## src/rtl/core/rsc_pkg.sv

```systemverilog
`default_nettype none
package rsc_pkg;

  localparam int DEF_STACK_DEPTH = 16;
  localparam int QW              = 32;  // Q16.16 word
  localparam int FRAC            = 16;
  localparam int DVW             = QW + FRAC;  // dividend / quotient width

  localparam logic [2:0] FN_PUSH = 3'd0;
  localparam logic [2:0] FN_ADD  = 3'd1;
  localparam logic [2:0] FN_SUB  = 3'd2;
  localparam logic [2:0] FN_MUL  = 3'd3;
  localparam logic [2:0] FN_DIV  = 3'd4;
  localparam logic [2:0] FN_POP  = 3'd5;

  typedef enum logic [1:0] {
    ST_OK      = 2'd0,
    ST_FULL    = 2'd1,
    ST_UNDER   = 2'd2,
    ST_DIVZERO = 2'd3
  } st_t;

  typedef enum logic [1:0] {
    VS_ZERO,
    VS_OPND,
    VS_RAM,
    VS_RES
  } vsel_t;

  typedef enum logic [3:0] {
    S_IDLE,
    S_DECODE,
    S_RD_B,
    S_RD_A,
    S_EXEC,
    S_MUL,
    S_DIV,
    S_WB,
    S_POP,
    S_OUT
  } state_t;

  typedef struct packed {
    logic [2:0]             func;
    logic signed [QW-1:0]   operand;
  } in_item_t;

  typedef struct packed {
    st_t                    status;
    logic signed [QW-1:0]   value;
    logic [4:0]             depth;
  } out_item_t;

  typedef struct packed {
    logic   load_in;
    logic   rd_top;
    logic   rd_second;
    logic   cap_b;
    logic   cap_a;
    logic   push_wr;
    logic   res_wr;
    logic   cnt_inc;
    logic   cnt_dec;
    logic   set_st;
    st_t    st;
    vsel_t  vsel;
    logic   mul_cap;
    logic   res_cap;
    logic   div_start;
    logic   out_load;
  } cmd_t;

  typedef struct packed {
    logic [2:0] func;
    logic       cnt_zero;
    logic       cnt_lt2;
    logic       cnt_full;
    logic       b_zero;
    logic       div_done;
    logic       out_busy;
  } sts_t;

endpackage
`default_nettype wire

```

## src/rtl/core/rsc_ram.sv

```systemverilog
`default_nettype none
module rsc_ram #(
  parameter int WIDTH = 32,
  parameter int DEPTH = 16
) (
  input  wire logic                     clk,
  input  wire logic                     wr_en,
  input  wire logic [$clog2(DEPTH)-1:0] wr_addr,
  input  wire logic [WIDTH-1:0]         wr_data,
  input  wire logic                     rd_en,
  input  wire logic [$clog2(DEPTH)-1:0] rd_addr,
  output logic      [WIDTH-1:0]         rd_data
);

  logic [WIDTH-1:0] mem_r [DEPTH];

  always_ff @(posedge clk) begin
    if (wr_en) begin
      mem_r[wr_addr] <= wr_data;
    end
    if (rd_en) begin
      rd_data <= mem_r[rd_addr];
    end
  end

endmodule
`default_nettype wire

```

## src/rtl/core/rsc_div.sv

```systemverilog
`default_nettype none
// Restoring divider on magnitudes, one quotient bit per cycle.
module rsc_div (
  input  wire logic                        clk,
  input  wire logic                        rst_n,
  input  wire logic                        start,
  input  wire logic [rsc_pkg::DVW-1:0]     dividend,
  input  wire logic [rsc_pkg::QW-1:0]      divisor,
  output logic                             done,
  output logic      [rsc_pkg::DVW-1:0]     quotient
);

  localparam int CNTW = $clog2(rsc_pkg::DVW);

  logic [rsc_pkg::QW-1:0]  rem_r;
  logic [rsc_pkg::QW-1:0]  dsr_r;
  logic [rsc_pkg::DVW-1:0] quo_r;
  logic [CNTW-1:0]         cnt_r;
  logic                    busy_r;
  logic                    done_r;

  logic [rsc_pkg::QW:0]    shifted;
  logic [rsc_pkg::QW:0]    trial;

  assign shifted = {rem_r, quo_r[rsc_pkg::DVW-1]};
  assign trial   = shifted - {1'b0, dsr_r};

  always_ff @(posedge clk) begin
    if (!rst_n) begin
      busy_r <= 1'b0;
      done_r <= 1'b0;
      cnt_r  <= '0;
    end else begin
      done_r <= 1'b0;
      if (start) begin
        busy_r <= 1'b1;
        cnt_r  <= CNTW'(rsc_pkg::DVW - 1);
      end else if (busy_r) begin
        cnt_r <= cnt_r - CNTW'(1);
        if (cnt_r == '0) begin
          busy_r <= 1'b0;
          done_r <= 1'b1;
        end
      end
    end
  end

  always_ff @(posedge clk) begin
    if (start) begin
      rem_r <= '0;
      dsr_r <= divisor;
      quo_r <= dividend;
    end else if (busy_r) begin
      // subtract when the shifted remainder covers the divisor
      if (!trial[rsc_pkg::QW]) begin
        rem_r <= trial[rsc_pkg::QW-1:0];
        quo_r <= {quo_r[rsc_pkg::DVW-2:0], 1'b1};
      end else begin
        rem_r <= shifted[rsc_pkg::QW-1:0];
        quo_r <= {quo_r[rsc_pkg::DVW-2:0], 1'b0};
      end
    end
  end

  assign done     = done_r;
  assign quotient = quo_r;

endmodule
`default_nettype wire

```

## src/rtl/core/rsc_datapath.sv

```systemverilog
`default_nettype none
module rsc_datapath #(
  parameter int STACK_DEPTH = rsc_pkg::DEF_STACK_DEPTH
) (
  input  wire logic                clk,
  input  wire logic                rst_n,
  input  wire rsc_pkg::in_item_t   in_item,
  input  wire rsc_pkg::cmd_t       cmd,
  output rsc_pkg::sts_t            sts,
  input  wire logic                out_ready,
  output logic                     out_valid,
  output rsc_pkg::out_item_t       out_item
);

  localparam int AW = $clog2(STACK_DEPTH);
  localparam int CW = $clog2(STACK_DEPTH + 1);
  localparam int QW = rsc_pkg::QW;

  localparam logic signed [QW-1:0] Q_MAX = {1'b0, {(QW-1){1'b1}}};
  localparam logic signed [QW-1:0] Q_MIN = {1'b1, {(QW-1){1'b0}}};

  logic [2:0]             func_r;
  logic signed [QW-1:0]   opnd_r;
  logic signed [QW-1:0]   a_r;
  logic signed [QW-1:0]   b_r;
  logic signed [2*QW-1:0] prod_r;
  logic signed [QW-1:0]   result_r;
  logic                   div_neg_r;
  rsc_pkg::st_t           status_r;
  logic signed [QW-1:0]   value_r;
  logic [CW-1:0]          count_r;
  logic [CW-1:0]          count_nxt;
  logic                   out_valid_r;
  rsc_pkg::out_item_t     out_item_r;

  logic [CW-1:0]          cm1;
  logic [CW-1:0]          cm2;
  logic [QW-1:0]          rd_data;
  logic                   wr_en;
  logic [AW-1:0]          wr_addr;
  logic [QW-1:0]          wr_data;
  logic [AW-1:0]          rd_addr;
  logic [CW+4:0]          cnt_ext;

  logic [QW:0]            sum;
  logic [QW:0]            diff;
  logic signed [2*QW-1:0] rnd;
  logic signed [2*QW-1:0] rsh;
  logic [QW-1:0]          a_abs;
  logic [QW-1:0]          b_abs;
  logic [rsc_pkg::DVW-1:0] quo;
  logic [rsc_pkg::DVW-1:0] quo_neg;
  logic                   div_done;
  logic signed [QW-1:0]   res_add;
  logic signed [QW-1:0]   res_sub;
  logic signed [QW-1:0]   res_mul;
  logic signed [QW-1:0]   res_div;
  logic signed [QW-1:0]   res_sel;

  function automatic logic signed [QW-1:0] sat33(input logic [QW:0] x);
    if (x[QW] != x[QW-1]) begin
      return x[QW] ? Q_MIN : Q_MAX;
    end
    return x[QW-1:0];
  endfunction

  assign cm1 = count_r - CW'(1);
  assign cm2 = count_r - CW'(2);

  // stack storage
  assign wr_en   = cmd.push_wr | cmd.res_wr;
  assign wr_addr = cmd.push_wr ? count_r[AW-1:0] : cm2[AW-1:0];
  assign wr_data = cmd.push_wr ? opnd_r : result_r;
  assign rd_addr = cmd.rd_second ? cm2[AW-1:0] : cm1[AW-1:0];

  rsc_ram #(
    .WIDTH (QW),
    .DEPTH (STACK_DEPTH)
  ) u_ram (
    .clk     (clk),
    .wr_en   (wr_en),
    .wr_addr (wr_addr),
    .wr_data (wr_data),
    .rd_en   (cmd.rd_top | cmd.rd_second),
    .rd_addr (rd_addr),
    .rd_data (rd_data)
  );

  // arithmetic
  assign sum     = {a_r[QW-1], a_r} + {b_r[QW-1], b_r};
  assign diff    = {a_r[QW-1], a_r} - {b_r[QW-1], b_r};
  assign res_add = sat33(sum);
  assign res_sub = sat33(diff);

  assign rnd = prod_r + (2*QW)'(32768);
  assign rsh = rnd >>> rsc_pkg::FRAC;
  always_comb begin
    if (!rsh[2*QW-1] && (|rsh[2*QW-2:QW-1])) begin
      res_mul = Q_MAX;
    end else if (rsh[2*QW-1] && !(&rsh[2*QW-2:QW-1])) begin
      res_mul = Q_MIN;
    end else begin
      res_mul = rsh[QW-1:0];
    end
  end

  assign a_abs = a_r[QW-1] ? QW'(-a_r) : a_r;
  assign b_abs = b_r[QW-1] ? QW'(-b_r) : b_r;

  rsc_div u_div (
    .clk      (clk),
    .rst_n    (rst_n),
    .start    (cmd.div_start),
    .dividend ({a_abs, {rsc_pkg::FRAC{1'b0}}}),
    .divisor  (b_abs),
    .done     (div_done),
    .quotient (quo)
  );

  assign quo_neg = -quo;
  always_comb begin
    if (div_neg_r) begin
      if (quo > rsc_pkg::DVW'(Q_MIN[QW-1:0])) begin
        res_div = Q_MIN;
      end else begin
        res_div = quo_neg[QW-1:0];
      end
    end else begin
      if (quo > rsc_pkg::DVW'(Q_MAX[QW-1:0])) begin
        res_div = Q_MAX;
      end else begin
        res_div = quo[QW-1:0];
      end
    end
  end

  always_comb begin
    case (func_r)
      rsc_pkg::FN_ADD: res_sel = res_add;
      rsc_pkg::FN_SUB: res_sel = res_sub;
      rsc_pkg::FN_MUL: res_sel = res_mul;
      rsc_pkg::FN_DIV: res_sel = res_div;
      default:         res_sel = '0;
    endcase
  end

  // operand and result registers
  always_ff @(posedge clk) begin
    if (cmd.load_in) begin
      func_r <= in_item.func;
      opnd_r <= in_item.operand;
    end
    if (cmd.cap_b) begin
      b_r <= rd_data;
    end
    if (cmd.cap_a) begin
      a_r <= rd_data;
    end
    if (cmd.mul_cap) begin
      prod_r <= a_r * b_r;
    end
    if (cmd.div_start) begin
      div_neg_r <= a_r[QW-1] ^ b_r[QW-1];
    end
    if (cmd.res_cap) begin
      result_r <= res_sel;
    end
    if (cmd.set_st) begin
      status_r <= cmd.st;
      case (cmd.vsel)
        rsc_pkg::VS_OPND: value_r <= opnd_r;
        rsc_pkg::VS_RAM:  value_r <= rd_data;
        rsc_pkg::VS_RES:  value_r <= result_r;
        default:          value_r <= '0;
      endcase
    end
  end

  // stack count
  always_comb begin
    count_nxt = count_r;
    if (cmd.cnt_inc) begin
      count_nxt = count_r + CW'(1);
    end else if (cmd.cnt_dec) begin
      count_nxt = cm1;
    end
  end

  always_ff @(posedge clk) begin
    if (!rst_n) begin
      count_r <= '0;
    end else begin
      count_r <= count_nxt;
    end
  end

  // output register
  assign cnt_ext = {5'd0, count_r};

  always_ff @(posedge clk) begin
    if (!rst_n) begin
      out_valid_r <= 1'b0;
    end else if (cmd.out_load) begin
      out_valid_r <= 1'b1;
    end else if (out_ready) begin
      out_valid_r <= 1'b0;
    end
  end

  always_ff @(posedge clk) begin
    if (cmd.out_load) begin
      out_item_r.status <= status_r;
      out_item_r.value  <= value_r;
      out_item_r.depth  <= cnt_ext[4:0];
    end
  end

  assign out_valid = out_valid_r;
  assign out_item  = out_item_r;

  assign sts.func     = func_r;
  assign sts.cnt_zero = (count_r == '0);
  assign sts.cnt_lt2  = (count_r < CW'(2));
  assign sts.cnt_full = (count_r >= CW'(STACK_DEPTH));
  assign sts.b_zero   = (b_r == '0);
  assign sts.div_done = div_done;
  assign sts.out_busy = out_valid_r & ~out_ready;

endmodule
`default_nettype wire

```

## src/rtl/core/rsc_ctrl.sv

```systemverilog
`default_nettype none
module rsc_ctrl (
  input  wire logic           clk,
  input  wire logic           rst_n,
  input  wire logic           in_valid,
  output logic                in_ready,
  input  wire rsc_pkg::sts_t  sts,
  output rsc_pkg::cmd_t       cmd
);

  rsc_pkg::state_t state_r;
  rsc_pkg::state_t state_nxt;

  always_ff @(posedge clk) begin
    if (!rst_n) begin
      state_r <= rsc_pkg::S_IDLE;
    end else begin
      state_r <= state_nxt;
    end
  end

  always_comb begin
    state_nxt = state_r;
    case (state_r)
      rsc_pkg::S_IDLE: begin
        if (in_valid) state_nxt = rsc_pkg::S_DECODE;
      end
      rsc_pkg::S_DECODE: begin
        case (sts.func)
          rsc_pkg::FN_ADD, rsc_pkg::FN_SUB, rsc_pkg::FN_MUL, rsc_pkg::FN_DIV: begin
            state_nxt = sts.cnt_lt2 ? rsc_pkg::S_OUT : rsc_pkg::S_RD_B;
          end
          rsc_pkg::FN_POP: begin
            state_nxt = sts.cnt_zero ? rsc_pkg::S_OUT : rsc_pkg::S_POP;
          end
          default: state_nxt = rsc_pkg::S_OUT;
        endcase
      end
      rsc_pkg::S_RD_B: state_nxt = rsc_pkg::S_RD_A;
      rsc_pkg::S_RD_A: state_nxt = rsc_pkg::S_EXEC;
      rsc_pkg::S_EXEC: begin
        case (sts.func)
          rsc_pkg::FN_MUL: state_nxt = rsc_pkg::S_MUL;
          rsc_pkg::FN_DIV: state_nxt = sts.b_zero ? rsc_pkg::S_OUT : rsc_pkg::S_DIV;
          default:         state_nxt = rsc_pkg::S_WB;
        endcase
      end
      rsc_pkg::S_MUL: state_nxt = rsc_pkg::S_WB;
      rsc_pkg::S_DIV: begin
        if (sts.div_done) state_nxt = rsc_pkg::S_WB;
      end
      rsc_pkg::S_WB:  state_nxt = rsc_pkg::S_OUT;
      rsc_pkg::S_POP: state_nxt = rsc_pkg::S_OUT;
      rsc_pkg::S_OUT: begin
        if (!sts.out_busy) state_nxt = rsc_pkg::S_IDLE;
      end
      default: state_nxt = rsc_pkg::S_IDLE;
    endcase
  end

  always_comb begin
    cmd      = '0;
    cmd.st   = rsc_pkg::ST_OK;
    cmd.vsel = rsc_pkg::VS_ZERO;
    in_ready = 1'b0;
    case (state_r)
      rsc_pkg::S_IDLE: begin
        in_ready    = 1'b1;
        cmd.load_in = in_valid;
      end
      rsc_pkg::S_DECODE: begin
        case (sts.func)
          rsc_pkg::FN_PUSH: begin
            cmd.set_st = 1'b1;
            if (sts.cnt_full) begin
              cmd.st = rsc_pkg::ST_FULL;
            end else begin
              cmd.push_wr = 1'b1;
              cmd.cnt_inc = 1'b1;
              cmd.vsel    = rsc_pkg::VS_OPND;
            end
          end
          rsc_pkg::FN_ADD, rsc_pkg::FN_SUB, rsc_pkg::FN_MUL, rsc_pkg::FN_DIV: begin
            if (sts.cnt_lt2) begin
              cmd.set_st = 1'b1;
              cmd.st     = rsc_pkg::ST_UNDER;
            end else begin
              cmd.rd_top = 1'b1;
            end
          end
          rsc_pkg::FN_POP: begin
            if (sts.cnt_zero) begin
              cmd.set_st = 1'b1;
              cmd.st     = rsc_pkg::ST_UNDER;
            end else begin
              cmd.rd_top = 1'b1;
            end
          end
          default: cmd.set_st = 1'b1;
        endcase
      end
      rsc_pkg::S_RD_B: begin
        cmd.cap_b     = 1'b1;
        cmd.rd_second = 1'b1;
      end
      rsc_pkg::S_RD_A: cmd.cap_a = 1'b1;
      rsc_pkg::S_EXEC: begin
        case (sts.func)
          rsc_pkg::FN_MUL: cmd.mul_cap = 1'b1;
          rsc_pkg::FN_DIV: begin
            if (sts.b_zero) begin
              cmd.cnt_dec = 1'b1;
              cmd.set_st  = 1'b1;
              cmd.st      = rsc_pkg::ST_DIVZERO;
            end else begin
              cmd.div_start = 1'b1;
            end
          end
          default: cmd.res_cap = 1'b1;
        endcase
      end
      rsc_pkg::S_MUL: cmd.res_cap = 1'b1;
      rsc_pkg::S_DIV: cmd.res_cap = sts.div_done;
      rsc_pkg::S_WB: begin
        cmd.res_wr  = 1'b1;
        cmd.cnt_dec = 1'b1;
        cmd.set_st  = 1'b1;
        cmd.vsel    = rsc_pkg::VS_RES;
      end
      rsc_pkg::S_POP: begin
        cmd.cnt_dec = 1'b1;
        cmd.set_st  = 1'b1;
        cmd.vsel    = rsc_pkg::VS_RAM;
      end
      rsc_pkg::S_OUT: cmd.out_load = ~sts.out_busy;
      default: ;
    endcase
  end

endmodule
`default_nettype wire

```

## src/rtl/core/rpn_stack_calculator.sv

```systemverilog
`default_nettype none
// Items are handled one at a time; the next item is accepted once the previous
// result has entered the output register, even while that result waits.
// Reset (rst_n low, synchronous) empties the stack and drops any pending result;
// stack RAM contents are not cleared, entries above the depth are never read.
module rpn_stack_calculator #(
  parameter int STACK_DEPTH = rsc_pkg::DEF_STACK_DEPTH
) (
  input  wire logic                clk,
  input  wire logic                rst_n,
  input  wire logic                in_valid,
  output logic                     in_ready,
  input  wire rsc_pkg::in_item_t   in_item,
  output logic                     out_valid,
  input  wire logic                out_ready,
  output rsc_pkg::out_item_t       out_item
);

  // command and status bundles between the sequencer and the datapath
  rsc_pkg::cmd_t cmd;
  rsc_pkg::sts_t sts;

  // sequence each item: decode, read the top entries, compute, write back,
  // then hand the result to the output register
  rsc_ctrl u_ctrl (
    .clk      (clk),
    .rst_n    (rst_n),
    .in_valid (in_valid),
    .in_ready (in_ready),
    .sts      (sts),
    .cmd      (cmd)
  );

  // hold the stack RAM, the depth counter, the arithmetic units and the
  // output register
  rsc_datapath #(
    .STACK_DEPTH (STACK_DEPTH)
  ) u_dp (
    .clk       (clk),
    .rst_n     (rst_n),
    .in_item   (in_item),
    .cmd       (cmd),
    .sts       (sts),
    .out_ready (out_ready),
    .out_valid (out_valid),
    .out_item  (out_item)
  );

endmodule
`default_nettype wire

```

## config.mk

```make
export PLATFORM = sky130hd
export DESIGN_NAME = rpn_stack_calculator
export DESIGN_NICKNAME = d
export VERILOG_FILES = /design/src/rtl/core/rsc_pkg.sv /design/src/rtl/core/rsc_ram.sv /design/src/rtl/core/rsc_div.sv /design/src/rtl/core/rsc_datapath.sv /design/src/rtl/core/rsc_ctrl.sv /design/src/rtl/core/rpn_stack_calculator.sv
export SDC_FILE = /design/constraint.sdc
export NUM_CORES = 2
export LEC_CHECK = 0
export BUFFER_PORTS_ARGS = -buffer_cell sky130_fd_sc_hd__buf_2
export CAP_MARGIN = 20
export CORE_MARGIN = 2
export CORE_UTILIZATION = 30
export CTS_CLUSTER_SIZE = 8
export DETAILED_ROUTE_END_ITERATION = 10
export GPL_TIMING_DRIVEN = 0
export PLACE_DENSITY = 0.55
export SETUP_SLACK_MARGIN = 0.15
export SLEW_MARGIN = 10
export SYNTH_ARGS = -nofsm -noshare
export SYNTH_HDL_FRONTEND = slang
export SYNTH_SLANG_ARGS = --single-unit
```

## constraint.sdc

```tcl
create_clock -name clk -period 7.8 [get_ports clk]
set_clock_uncertainty 0.15 [all_clocks]
set_input_delay 0.39 -clock clk [delete_from_list [all_inputs] [get_ports clk]]
set_output_delay 0.39 -clock clk [all_outputs]
set_load 0.02 [all_outputs]
```

==> flow_summary.ini <==
[layout]
final_nets = 8897
layout-drive-gt1-share_pct = 14.1
post-route-util_pct = 35.6
syn2layout_area_growth_pct = 18.3
n_fill_cell = 25900

[die]
design.core.area_um2 = 262000
die_area_um2 = 266000
die_h_um = 516
initial_core_util_pct = 30.1
num_rows = 188
ios = 80
die_x_um = 516

[logic_synthesis]
yosysMostFrequentCell = inv_1
synth_top_family_by_area = adder cells
synthTopCellsByCount = 1086 x inv_1, 1084 x fa_1, 862 x edfxtp_1
synth-simple-area-share_pct = 12.4
syn_area_um2 = 78700
ys_ff_latch = 928
syn-num-nets = 8427
synth_ff_type = edfxtp_1
synth_cells = 7015
synth_xor_area_share_pct = 2.70
synth_seq_area_share_pct = 34.6
synth.distinct_cells = 93
synth_compound_area_share_pct = 6.72
synthTopCellsByArea = edfxtp_1 33%, fa_1 28%, inv_1 5.2%
synthMuxAreaShare_pct = 4.39
synthArstFlopShare_pct = 0
synth_largest_area_cell = edfxtp_1
synthAdderAreaFrac_pct = 32.2
synth-edff-count = 862
yosysWarnings = 0
synth_top_area_share_pct = 32.9
avgSynthCellArea_um2 = 11.2

[route]
drc = 0
antenna_left = 0
routed_via_density = 5.15
firstDrtPassIters = 6
drt_iter0_drc = 6358
wirelength_um = 300000
post_drt_wl_per_cell_um = 27.1
vias = 57000

[clock_network]
clock_latency_ps = 800
root_buffer = clkbuf_16
cts.sinks = 928
clk_path_buf_depth = 3
htree_levels = 4
cts_tree = yes
path_clk_slew_ps = 50
cts_buffers = 136

[timing]
post-route-period-util_pct = 109
hold_violations = 0
worst_slack_ps = -717
worstMarginPinSlew_ps = 1090
relSlewSlack_pct = 27.0
min_period_ps = 8520
final.setup.tns_ps = -10480
drv_slew = 0
fmax_mhz = 117
rsz0062_at_grt = yes
finalSetupViolations = 28

[place]
dp.final_hpwl_um = 234000
io_buffer_count = 79
dp_slack_ps = -2700
gp_congestion = 1.02

[worst_setup_path]
path_class = register to register
cpPeakStageDelay_ps = 670
worstReg2RegEnd = u_dp.prod_r[63]$_DFFE_PP_
cp.required_ps = 8150
arrival_ps = 8870
reg2reg_depth = 28
crit_slowest_cell = fa_2
cp-start-kind = register
crit_fanout = 5
r2r-start = u_dp.a_r[31]$_DFFE_PP_
crit_path_end_kind = register
crit_top_cell = fa_1
rrSetupSlack_ps = -720

[global_routing]
antenna_found_initial = 18
track_usage_pct = 22.5
grt_pass1_vias = 58200
grt_pass1_wl_um = 426000
overflow = 0
grt_max_degree = 34

[hold_path]
hold_path_class = primary input to register
min_path_cells = 5
min_from = in_valid
hold_end = u_ctrl.state_r[0]$_SDFFE_PN0P_

[status]
violations = setup timing
status = finished with violations

[run]
cap_violations = 0
-- placed cells by master, fill, tap and decap left out, types with 49 or more instances in the layout --
cell,count
clkbuf_8,70
mux2i_1,56
a21oi_1,216
inv_1,1069
nor2_1,254
o21ai_0,197
nor3_1,56
clkbuf_16,155
xor2_1,95
mux4_2,128
nand4_1,52
nand3_1,108
buf_4,133
buf_2,96
xnor2_1,130
fa_1,1046
nor2b_1,58
and2_1,466
dfxtp_1,66
clkbuf_1,178
nand2_1,728
clkbuf_4,72
ha_1,263
edfxtp_1,862
a21o_1,49
-- registers in the layout, summed over array words and instances (netlist names), 4 cells and up --
| signal | count |
|---|---|
| u_dp.u_ram.mem_r | 512 |
| u_dp.prod_r | 49 |
| u_dp.u_div.quotient | 48 |
| u_dp.out_item | 39 |
| u_dp.a_r | 32 |
| u_dp.b_r | 32 |
| u_dp.opnd_r | 32 |
| u_dp.result_r | 32 |
| u_dp.u_div.dsr_r | 32 |
| u_dp.u_div.rem_r | 32 |
| u_dp.u_ram.rd_data | 32 |
| u_dp.value_r | 32 |
| u_dp.u_div.cnt_r | 6 |
| u_dp.count_r | 5 |
| u_ctrl.state_r | 4 |
-- logic make-up (layout without fill, tap and decap cells) --
family / after synthesis / after routing
multiplexers: 185 / 185
AO/OA/AOI/OAI: 841 / 841
buffers and inverters: 1479 / 2008
other: 0 / 10
adder cells (fa/ha/maj): 1373 / 1373
flip-flops: 928 / 928
XOR/XNOR: 243 / 243
AND/OR/NAND/NOR: 1966 / 1966
-- through the flow --
step / cells / hold WS (ps) / cell area (µm²)
finish: 11100 / 69.2 / 93100
global route: 11100 / 82.3 / 93100
CTS: 11000 / 41.9 / 92300
detailed placement: 10700 / 255 / 84800
global placement: 10600 / 256 / 83600
floorplan: 7015 / 250 / 78800
-- worst max-delay path, delay by kind of cell (launching register included) --
kind | cells | cell delay [ps]
adders and majority gates | 9 | 4620
AOI/OAI and AO/OA | 8 | 1670
buffers and inverters | 9 | 1110
DFF | 1 | 410
and+or+nand+nor | 1 | 200
xor gates and xnor gates | 1 | 100
-- repair_timing --
item / in CTS / in global routing
buffers inserted: 126 / 30
pin swaps: 65 / 58
cloned: 1 / 1
hold endpoints to repair: 43 / 0
hold buffers: 37 / 0
gates resized for setup: 655 / 118
setup endpoints to repair: 48 / 39
-- worst max path at each step --
stage | from | to | slack, ps | depth (start not counted)
CTS | u_dp.a_r[31]$_DFFE_PP_ | u_dp.prod_r[63]$_DFFE_PP_ | -700 | 25
global placement | u_dp.b_r[31]$_DFFE_PP_ | u_dp.prod_r[63]$_DFFE_PP_ | -3180 | 26
floorplan | u_dp.a_r[31]$_DFFE_PP_ | u_dp.prod_r[63]$_DFFE_PP_ | -230 | 26
finish | u_dp.a_r[31]$_DFFE_PP_ | u_dp.prod_r[63]$_DFFE_PP_ | -720 | 28
global route | u_dp.a_r[31]$_DFFE_PP_ | u_dp.prod_r[63]$_DFFE_PP_ | -890 | 28
detailed placement | u_dp.a_r[15]$_DFFE_PP_ | u_dp.prod_r[63]$_DFFE_PP_ | -2700 | 25
-- routing by layer --
layer	GRT usage, %	vias to the layer above	wire (µm)
met5	0	-	13
met4	11.2	2	17600
met3	5.85	630	29700
met2	34.3	2818	132000
met1	29.6	29500	120000
li1	-	24000	-
-- layout make-up --
type | count | area, µm² | share of cell area [%]
Multi-Input combinational cell | 4608 | 47100 | 50.6
Sequential cell | 928 | 27200 | 29.2
Clock inverter | 18 | 370 | 0.398
Clock buffer | 179 | 3630 | 3.90
Antenna cell | 10 | 25.0 | 0.0269
Tap cell | 3515 | 4400 | 4.72
Buffer | 389 | 2990 | 3.21
Inverter | 1088 | 4120 | 4.43
Timing Repair Buffer | 334 | 3240 | 3.48
Power is not shown: default switching activity piles up to over one toggle a cycle in this logic, so the estimate is an artifact.
